`src/sv/mptd_pkg.sv`:
```
// ----------------------------------------------------------------------------
// Multi-pin time debouncer package
// Shared types and constants for the debouncer, its evaluator and its event
// queue.
// ----------------------------------------------------------------------------
package mptd_pkg;

   localparam int PIN_COUNT    = 16;
   localparam int TIME_BITS    = 32;
   localparam int PIN_IDX_BITS = $clog2(PIN_COUNT);
   localparam int CFG_BITS     = 16;
   localparam int CSR_DATA_BITS = 32;
   localparam int CSR_ADDR_BITS = 4;

   localparam logic [CFG_BITS-1:0] DEBOUNCE_RESET = 16'd50;

   // Request action codes.
   localparam logic ACT_DEBOUNCE = 1'b0;
   localparam logic ACT_ARM      = 1'b1;

   // Register indexes, taken from paddr[3:2].
   typedef enum logic [1:0] {
      CSR_ENABLED,
      CSR_ACTIVE_LOW,
      CSR_BUTTON,
      CSR_DEBOUNCE
   } csr_reg_type;

   // Everything the event queue needs from one evaluated sample.
   typedef struct packed {
      logic [PIN_COUNT-1:0] fire;
      logic [PIN_COUNT-1:0] active;
      logic [PIN_COUNT-1:0] button;
   } event_set_type;

endpackage

```
`src/sv/mptd_pin_eval.sv`:
```
// ----------------------------------------------------------------------------
// Debouncer pin evaluator
// Works out, for all pins in parallel, the next raw, stable and change-time
// state of one request and which pins produce an event.
// ----------------------------------------------------------------------------
module mptd_pin_eval (
   input  logic                                    action,
   input  logic [mptd_pkg::PIN_COUNT-1:0]          pin_levels,
   input  logic [mptd_pkg::TIME_BITS-1:0]          now_ms,
   input  logic [mptd_pkg::PIN_COUNT-1:0]          arm_mask,
   input  logic [mptd_pkg::PIN_COUNT-1:0]          enabled_mask,
   input  logic [mptd_pkg::PIN_COUNT-1:0]          active_low_mask,
   input  logic [mptd_pkg::PIN_COUNT-1:0]          button_mask,
   input  logic [mptd_pkg::CFG_BITS-1:0]           debounce_time,
   input  logic [mptd_pkg::PIN_COUNT-1:0]          raw_active,
   input  logic [mptd_pkg::PIN_COUNT-1:0]          stable_active,
   input  logic [mptd_pkg::TIME_BITS-1:0]          change_time [mptd_pkg::PIN_COUNT],
   output logic [mptd_pkg::PIN_COUNT-1:0]          raw_next,
   output logic [mptd_pkg::PIN_COUNT-1:0]          stable_next,
   output logic [mptd_pkg::TIME_BITS-1:0]          change_next [mptd_pkg::PIN_COUNT],
   output mptd_pkg::event_set_type                 events
);

   logic [mptd_pkg::PIN_COUNT-1:0] active;
   logic [mptd_pkg::TIME_BITS-1:0] limit;

   assign active = pin_levels ^ active_low_mask;
   assign limit  = mptd_pkg::TIME_BITS'(debounce_time);

   always_comb begin
      logic [mptd_pkg::TIME_BITS-1:0] stamp;
      logic [mptd_pkg::TIME_BITS-1:0] elapsed;
      raw_next      = raw_active;
      stable_next   = stable_active;
      events.fire   = '0;
      events.active = active;
      events.button = button_mask;
      for (int p = 0; p < mptd_pkg::PIN_COUNT; p++) begin
         stamp   = (active[p] != raw_active[p]) ? now_ms : change_time[p];
         elapsed = now_ms - stamp;
         change_next[p] = change_time[p];
         if (action == mptd_pkg::ACT_ARM) begin
            if (arm_mask[p]) begin
               raw_next[p]    = active[p];
               stable_next[p] = active[p];
               change_next[p] = now_ms;
            end
         end else if (enabled_mask[p]) begin
            raw_next[p]    = active[p];
            change_next[p] = stamp;
            if (active[p] != stable_active[p] && elapsed >= limit) begin
               stable_next[p] = active[p];
               events.fire[p] = 1'b1;
            end
         end
      end
   end

endmodule

```
`src/sv/mptd_event_queue.sv`:
```
// ----------------------------------------------------------------------------
// Debouncer event queue
// Holds the events of one sample and hands them out one per cycle while
// rsp_stall is low, lowest pin first, through a registered response stage.
// ----------------------------------------------------------------------------
module mptd_event_queue (
   input  logic                                 clock,
   input  logic                                 reset,
   input  logic                                 load,
   input  mptd_pkg::event_set_type              events,
   output logic                                 load_ok,
   output logic                                 rsp_valid,
   input  logic                                 rsp_stall,
   output logic [mptd_pkg::PIN_IDX_BITS-1:0]    rsp_event_pin,
   output logic                                 rsp_event_active,
   output logic                                 rsp_is_button,
   output logic                                 rsp_last
);

   logic [mptd_pkg::PIN_COUNT-1:0]    pend_mask_ff, pend_mask_in;
   logic [mptd_pkg::PIN_COUNT-1:0]    pend_active_ff, pend_button_ff;
   logic [mptd_pkg::PIN_COUNT-1:0]    low_onehot, remaining;
   logic [mptd_pkg::PIN_IDX_BITS-1:0] low_idx;
   logic                              issue;
   logic                              rsp_valid_ff, rsp_valid_in;
   logic [mptd_pkg::PIN_IDX_BITS-1:0] pin_ff;
   logic                              active_ff, button_ff, last_ff;

   assign low_onehot = pend_mask_ff & (~pend_mask_ff + 1'b1);
   assign remaining  = pend_mask_ff & ~low_onehot;

   always_comb begin
      low_idx = '0;
      for (int p = 0; p < mptd_pkg::PIN_COUNT; p++) begin
         if (low_onehot[p]) begin
            low_idx = low_idx | mptd_pkg::PIN_IDX_BITS'(p);
         end
      end
   end

   assign issue = (|pend_mask_ff) && (!rsp_valid_ff || !rsp_stall);

   // A new sample may load when no event is pending or the last pending event leaves this cycle.
   assign load_ok = (pend_mask_ff == '0) || (issue && remaining == '0);

   always_comb begin
      pend_mask_in = pend_mask_ff;
      if (load) begin
         pend_mask_in = events.fire;
      end else if (issue) begin
         pend_mask_in = remaining;
      end
   end

   assign rsp_valid_in = issue || (rsp_valid_ff && rsp_stall);

   always_ff @(posedge clock) begin
      if (reset) begin
         pend_mask_ff <= '0;
         rsp_valid_ff <= 1'b0;
      end else begin
         pend_mask_ff <= pend_mask_in;
         rsp_valid_ff <= rsp_valid_in;
      end
   end

   always_ff @(posedge clock) begin
      if (load) begin
         pend_active_ff <= events.active;
         pend_button_ff <= events.button;
      end
      if (issue) begin
         pin_ff    <= low_idx;
         active_ff <= |(pend_active_ff & low_onehot);
         button_ff <= |(pend_button_ff & low_onehot);
         last_ff   <= (remaining == '0);
      end
   end

   assign rsp_valid        = rsp_valid_ff;
   assign rsp_event_pin    = pin_ff;
   assign rsp_event_active = active_ff;
   assign rsp_is_button    = button_ff;
   assign rsp_last         = last_ff;

endmodule

```
`src/sv/multi_pin_time_debouncer.sv`:
```
// ----------------------------------------------------------------------------
// Multi-pin time debouncer
// Debounces sixteen pins against a millisecond time stamp and reports each
// change of a debounced pin as an event.
// ----------------------------------------------------------------------------
// Usage: each request carries a sample of the sixteen pin levels, the current
// millisecond time and an action. A debounce request updates the per-pin state
// and yields zero to sixteen events, lowest pin first, the final one marked
// with rsp_last. An arm request loads the state of the pins in req_arm_mask
// from the sample and yields no event.
// A request is taken into an input register and evaluated for all pins at
// once; its events are loaded into the event queue's pending mask and leave
// through a registered response stage. Throughput: one request per cycle
// while it yields at most one event and rsp_stall is low; a request with
// several events holds the event queue until its last event is issued, since
// the response register carries one event per cycle. Arm requests pass even
// while events of an earlier sample are still queued. When rsp_stall is high
// the response holds; once the input register holds a debounce request that
// the queue cannot take, req_stall rises. Reset clears the masks, sets the
// debounce time to 50 ms and clears all pin state and change times.
// ----------------------------------------------------------------------------
module multi_pin_time_debouncer (
   input  logic                                 clock,
   input  logic                                 reset,
   input  logic                                 req_valid,
   output logic                                 req_stall,
   input  logic                                 req_action,
   input  logic [15:0]                          req_pin_levels,
   input  logic [31:0]                          req_now_ms,
   input  logic [15:0]                          req_arm_mask,
   output logic                                 rsp_valid,
   input  logic                                 rsp_stall,
   output logic [3:0]                           rsp_event_pin,
   output logic                                 rsp_event_active,
   output logic                                 rsp_is_button,
   output logic                                 rsp_last,
   input  logic                                 csr_psel,
   input  logic                                 csr_penable,
   input  logic                                 csr_pwrite,
   input  logic [mptd_pkg::CSR_ADDR_BITS-1:0]   csr_paddr,
   input  logic [mptd_pkg::CSR_DATA_BITS-1:0]   csr_pwdata,
   output logic [mptd_pkg::CSR_DATA_BITS-1:0]   csr_prdata,
   output logic                                 csr_pready
);

   // Configuration registers.
   logic [mptd_pkg::PIN_COUNT-1:0] enabled_ff, active_low_ff, button_ff;
   logic [mptd_pkg::CFG_BITS-1:0]  debounce_ff;
   logic                           csr_write;
   mptd_pkg::csr_reg_type          csr_reg;

   // Input register.
   logic                           in_valid_ff, in_valid_in;
   logic                           in_action_ff;
   logic [mptd_pkg::PIN_COUNT-1:0] in_levels_ff, in_arm_ff;
   logic [mptd_pkg::TIME_BITS-1:0] in_now_ff;
   logic                           req_take, in_take;

   // Pin state.
   logic [mptd_pkg::PIN_COUNT-1:0] raw_ff, raw_in, stable_ff, stable_in;
   logic [mptd_pkg::TIME_BITS-1:0] change_ff [mptd_pkg::PIN_COUNT];
   logic [mptd_pkg::TIME_BITS-1:0] change_in [mptd_pkg::PIN_COUNT];

   mptd_pkg::event_set_type        events;
   logic                           load_ok;
   logic                           queue_load;

   assign csr_pready = 1'b1;
   assign csr_write  = csr_psel && csr_penable && csr_pwrite && csr_pready;
   assign csr_reg    = mptd_pkg::csr_reg_type'(csr_paddr[3:2]);

   always_comb begin
      unique case (csr_reg)
         mptd_pkg::CSR_ENABLED:    csr_prdata = mptd_pkg::CSR_DATA_BITS'(enabled_ff);
         mptd_pkg::CSR_ACTIVE_LOW: csr_prdata = mptd_pkg::CSR_DATA_BITS'(active_low_ff);
         mptd_pkg::CSR_BUTTON:     csr_prdata = mptd_pkg::CSR_DATA_BITS'(button_ff);
         mptd_pkg::CSR_DEBOUNCE:   csr_prdata = mptd_pkg::CSR_DATA_BITS'(debounce_ff);
         default:                  csr_prdata = '0;
      endcase
   end

   always_ff @(posedge clock) begin
      if (reset) begin
         enabled_ff    <= '0;
         active_low_ff <= '0;
         button_ff     <= '0;
         debounce_ff   <= mptd_pkg::DEBOUNCE_RESET;
      end else if (csr_write) begin
         unique case (csr_reg)
            mptd_pkg::CSR_ENABLED:    enabled_ff    <= csr_pwdata[15:0];
            mptd_pkg::CSR_ACTIVE_LOW: active_low_ff <= csr_pwdata[15:0];
            mptd_pkg::CSR_BUTTON:     button_ff     <= csr_pwdata[15:0];
            mptd_pkg::CSR_DEBOUNCE:   debounce_ff   <= csr_pwdata[15:0];
            default: ;
         endcase
      end
   end

   // An arm request never produces events, so it need not wait for the queue.
   assign in_take     = in_valid_ff && (in_action_ff == mptd_pkg::ACT_ARM || load_ok);
   assign req_stall   = in_valid_ff && !in_take;
   assign req_take    = req_valid && !req_stall;
   assign in_valid_in = req_take || (in_valid_ff && !in_take);
   assign queue_load  = in_take && in_action_ff == mptd_pkg::ACT_DEBOUNCE;

   always_ff @(posedge clock) begin
      if (reset) begin
         in_valid_ff <= 1'b0;
      end else begin
         in_valid_ff <= in_valid_in;
      end
   end

   always_ff @(posedge clock) begin
      if (req_take) begin
         in_action_ff <= req_action;
         in_levels_ff <= req_pin_levels;
         in_now_ff    <= req_now_ms;
         in_arm_ff    <= req_arm_mask;
      end
   end

   mptd_pin_eval u_pin_eval (
      .action          (in_action_ff),
      .pin_levels      (in_levels_ff),
      .now_ms          (in_now_ff),
      .arm_mask        (in_arm_ff),
      .enabled_mask    (enabled_ff),
      .active_low_mask (active_low_ff),
      .button_mask     (button_ff),
      .debounce_time   (debounce_ff),
      .raw_active      (raw_ff),
      .stable_active   (stable_ff),
      .change_time     (change_ff),
      .raw_next        (raw_in),
      .stable_next     (stable_in),
      .change_next     (change_in),
      .events          (events)
   );

   always_ff @(posedge clock) begin
      if (reset) begin
         raw_ff    <= '0;
         stable_ff <= '0;
         for (int p = 0; p < mptd_pkg::PIN_COUNT; p++) begin
            change_ff[p] <= '0;
         end
      end else if (in_take) begin
         raw_ff    <= raw_in;
         stable_ff <= stable_in;
         for (int p = 0; p < mptd_pkg::PIN_COUNT; p++) begin
            change_ff[p] <= change_in[p];
         end
      end
   end

   mptd_event_queue u_event_queue (
      .clock            (clock),
      .reset            (reset),
      .load             (queue_load),
      .events           (events),
      .load_ok          (load_ok),
      .rsp_valid        (rsp_valid),
      .rsp_stall        (rsp_stall),
      .rsp_event_pin    (rsp_event_pin),
      .rsp_event_active (rsp_event_active),
      .rsp_is_button    (rsp_is_button),
      .rsp_last         (rsp_last)
   );

endmodule

```
`config.mk`:
```
export PLATFORM = sky130hd
export DESIGN_NAME = multi_pin_time_debouncer
export DESIGN_NICKNAME = d
export VERILOG_FILES = /design/src/sv/mptd_pkg.sv /design/src/sv/mptd_pin_eval.sv /design/src/sv/mptd_event_queue.sv /design/src/sv/multi_pin_time_debouncer.sv
export SDC_FILE = /design/constraint.sdc
export NUM_CORES = 2
export LEC_CHECK = 0
export BUFFER_PORTS_ARGS = -buffer_cell sky130_fd_sc_hd__buf_2
export CORE_ASPECT_RATIO = 2
export CORE_MARGIN = 2
export CORE_UTILIZATION = 60
export DETAILED_ROUTE_END_ITERATION = 16
export GPL_ROUTABILITY_DRIVEN = 0
export PLACE_DENSITY = 0.81
export REMOVE_ABC_BUFFERS = 1
export SLEW_MARGIN = 20
export SYNTH_ARGS = -nofsm -noshare
export SYNTH_HDL_FRONTEND = slang
export SYNTH_SLANG_ARGS = --single-unit
```
`constraint.sdc`:
```
create_clock -name clock -period 16.3 [get_ports clock]
set_clock_uncertainty 0.2 [all_clocks]
set_input_delay 3.26 -clock clock [delete_from_list [all_inputs] [get_ports clock]]
set_output_delay 3.26 -clock clock [all_outputs]
set_load 0.05 [all_outputs]
```
==> results.sh <==
export IMPL_outcome="finished, final reports clean"
export IMPL_cts_tree="yes"
export IMPL_timing_worst_slew_pin_value_ps=1300
export IMPL_power_density_nw_per_um2=82.3
export IMPL_asr_flop_ratio_synth_pct=0
export IMPL_dr_pass1_iters=12
export IMPL_critPathSlowestCell="mux4_2"
export IMPL_ys_types=125
export IMPL_drc=0
export IMPL_power_leakage_nw=30.6
export IMPL_report_final_setup_viol=0
export IMPL_floorplan_die_width_um=250
export IMPL_routed_wire_length_per_instance_um=24.5
export IMPL_grt_pass1_wl_mm=392
export IMPL_cts_post_setup_buffers_inserted=0
export IMPL_cp_top_delay_family="buffers and inverters"
export IMPL_core_area_um2=120000
export IMPL_fillers=10100
export IMPL_swShare_pct=38.3
export IMPL_finalWirelength_mm=259
export IMPL_clock_latency_ps=730
export IMPL_grt_util_all_layers_pct=40.3
export IMPL_die_height_um=496
export IMPL_cts_root_buffer="clkbuf_16"
export IMPL_internal_power_mw=3.89
export IMPL_resized_cells_post_cts=0
export IMPL_fmaxAchievable_mhz=119
export IMPL_global_route_usage_met3_pct=9.97
export IMPL_core_rowCount=180
export IMPL_critPathRequiredTime_ps=12840
export IMPL_crit_buf_inv=2
export IMPL_cts_root_to_sink_buffers=3
export IMPL_antenna_violating_nets_post_route=0
export IMPL_global_route_overflow_total=0
export IMPL_yosysSeqAreaShare_pct=21.6
export IMPL_vias=74100
export IMPL_drt_first_iter_violations=8044
export IMPL_min_period_ps=8380
export IMPL_critPathKind="in2out"
export IMPL_holdWs_ps=262
export IMPL_htree_num_levels=3
export IMPL_finalInstanceArea_um2=76600
export IMPL_layout_worst_path_cycle_share_pct=51.4
export IMPL_cts_hold_buffers_added=0
export IMPL_combinational_share_of_power_pct=38.3
export IMPL_slew_limit_headroom_pct=12.5
export IMPL_area_of_placed_instances_um2=73800
export IMPL_timing_rr_end="u_event_queue.pend_mask_ff[9]$_SDFFE_PP0P_"
export IMPL_syn_to_final_growth_pct=5.51
export IMPL_timing_reg2reg_setup_slack_ps=8340
export IMPL_nets=9655
export IMPL_critical_path_max_stage_delay_ps=720
export IMPL_port_buffer_count=114
export IMPL_clock_power_share_pct=31.3
export IMPL_grt_pass1_vias=72500
export IMPL_endpoint_type_of_the_worst_setup_path="primary output"
export IMPL_clkSlewWorstSetupHoldPaths_ps=70
export IMPL_die_area_um2=124000
export IMPL_worstPathCellList="buf_2 -> mux4_2 -> buf_2"
export IMPL_pin_count=150
export IMPL_regToRegStartpoint="in_now_ff[7]$_DFFE_PP_"
export IMPL_final_hold_violation_count=0
export IMPL_globalRoute_busiestLayer="met2"
export IMPL_cap_violations=0
export IMPL_grt_use_met1_pct=40.1
export IMPL_timing_critical_path_from_type="input pin"
export IMPL_drive_gt1_share_pct=6.41
export IMPL_timing_final_max_slew_violations=0
export IMPL_netSwitchingPower_mw=2.41
export IMPL_detailedPlacementHpwl_mm=183
export IMPL_synth_area_um2=72600
export IMPL_worstPathArrival_ps=4920
export IMPL_totalNegativeSetupSlack_ps=0
export IMPL_synth_edff_count=104
export IMPL_clock_sink_count=730
export IMPL_path_common_cell="buf_2"
export IMPL_ff2ff_path_depth=19
export IMPL_critPathCapture="csr_prdata[7]"
export IMPL_cp_num_cells=3
export IMPL_synth_warning_count=0
export IMPL_netlist_instances=9207
export IMPL_synth_main_ff_cell="dfxtp_1"
export IMPL_maximum_number_of_pins_on_one_net_before_global_route_repair=91
export IMPL_start_util_pct=60.4
export IMPL_timing_critical_path_fanout_max=24
export IMPL_timing_hold_worst_class="reg2reg"
export IMPL_power_sequential_fraction_pct=30.3
export IMPL_vias_per_cell=7.01
export IMPL_syn_avg_cell_area_um2=7.89
export IMPL_setup_worst_path_start="csr_paddr[2]"
export IMPL_antenna_found_initial=20
export IMPL_rsz_0062_raised_after_global_routing="false"
export IMPL_globalRouteMet2Util_pct=67.8
export IMPL_postSynthRegisterBits=730
export IMPL_power_ir_vdd_worst_uv=72.2
export IMPL_cts_inserted_buffers=74
## how the worst min path moves through the flow
stage | startpoint | endpoint | slack (ps) | cells after the start
2_1_floorplan | button_ff[0]$_SDFFE_PP0P_ | u_event_queue.pend_button_ff[0]$_DFFE_PP_ | 220 | 0
3_3_place_gp | button_ff[12]$_SDFFE_PP0P_ | u_event_queue.pend_button_ff[12]$_DFFE_PP_ | 230 | 0
3_5_place_dp | button_ff[8]$_SDFFE_PP0P_ | u_event_queue.pend_button_ff[8]$_DFFE_PP_ | 250 | 0
4_1_cts | button_ff[4]$_SDFFE_PP0P_ | u_event_queue.pend_button_ff[4]$_DFFE_PP_ | 270 | 0
5_1_grt | button_ff[1]$_SDFFE_PP0P_ | u_event_queue.pend_button_ff[1]$_DFFE_PP_ | 280 | 0
6_report | button_ff[4]$_SDFFE_PP0P_ | u_event_queue.pend_button_ff[4]$_DFFE_PP_ | 260 | 0
## layout make-up
class | instances | area, µm² | share of cell area [%]
multi-input combinational | 7668 | 53700 | 70.1
sequential | 730 | 15700 | 20.4
clock inverter | 47 | 628 | 0.820
antenna | 7 | 17.5 | 0.0229
timing repair buffer | 255 | 1720 | 2.24
inverter | 226 | 848 | 1.11
clock buffer | 91 | 2080 | 2.72
tap | 1547 | 1940 | 2.53
## state kept, by name, indices dropped and copies added, names as in the netlist, 4 cells and up
register                      flops
change_ff                       512
in_now_ff                        32
active_low_ff                    16
button_ff                        16
debounce_ff                      16
enabled_ff                       16
in_arm_ff                        16
in_levels_ff                     16
raw_ff                           16
stable_ff                        16
u_event_queue.pend_active_ff     16
u_event_queue.pend_button_ff     16
u_event_queue.pend_mask_ff       16
u_event_queue.rsp_event_pin       4
## per-layer routing
metal / up-vias / part of all wire [%]
met3: 1758 / 10
met2: 4434 / 46
met1: 34600 / 32
met5: - / 0.052
li1: 33300 / -
met4: 18 / 11
## metrics by stage
stage          power (mW)  instances  utilization, %  worst slack (ps)
2_1_floorplan        3.65       8624               -              8380
3_3_place_gp         4.18      10400            61.4              8010
3_5_place_dp         4.26      10400            61.4              7990
4_1_cts              6.21      10600            63.7              7980
5_1_grt              6.57      10600            63.7              7860
6_report             6.31      10600            63.7              7920
## cell usage after synthesis, types with 103 or more instances
cell | n | area share, %
nor2_1 | 1015 | 5.2
mux2i_1 | 877 | 12
nand2_1 | 713 | 3.7
a21oi_1 | 711 | 4.9
dfxtp_1 | 626 | 17
ha_1 | 592 | 10
o21ai_0 | 450 | 3.1
clkbuf_1 | 417 | 2.2
a21o_1 | 325 | 3.4
xnor2_1 | 229 | 2.8
nor2b_1 | 220 | 1.9
inv_1 | 219 | 1.1
nand2b_1 | 218 | 1.9
xor2_1 | 199 | 2.4
nand3_1 | 185 | 1.3
nor3_1 | 158 | 1.1
nand4_1 | 150 | 1.3
edfxtp_1 | 104 | 4.3
a31oi_1 | 103 | 0.89
## kinds of logic after synthesis
| group | synth area share (%) |
|---|---|
| simple gates | 20.4 |
| compound gates | 23.5 |
| mux | 12.7 |
| buf+inv | 4.75 |
| flops | 21.6 |
| fa+ha+maj | 11.0 |
| xor+xnor | 6.18 |
| other cells | 0.0103 |
## layout by cell type, fill, tap and decap left out, types with 58 or more instances in the layout
cell and count:
dfxtp_1 626, buf_2 113, a21oi_1 711, nor4_1 58
xnor2_1 227, inv_1 218, nand2b_1 218, buf_4 134
a31oi_1 103, a211oi_1 79, nand2_1 713, nor3_1 157
ha_1 592, nand3_1 185, nand4_1 150, clkbuf_16 79
edfxtp_1 104, and3_1 74, mux2i_1 877, o21bai_1 66
o21ai_0 450, nor2_1 1014, o211ai_1 90, nor2b_1 219
a21o_1 325, o21a_1 63, xor2_1 199
## worst reg2reg max path: cells and delay by family (launching register included)
family,cells,cell delay [ps]
adders and majority gates,2,1010
DFF,1,780
and+or+nand+nor,5,2200
xor gates and xnor gates,1,170
AOI/OAI and AO/OA,9,1680
buffers and inverters,2,1810
## power by group through the flow
stage / Sequential (mW) / Combinational, mW / Clock (mW)
finish: 1.91 / 2.42 / 1.98
global route: 1.92 / 2.61 / 2.04
floorplan: 1.98 / 1.67 / 0
CTS: 1.91 / 2.32 / 1.98
global placement: 1.95 / 2.24 / 0
detailed placement: 1.95 / 2.31 / 0
Note: power is estimated with default switching activity, not from simulation.
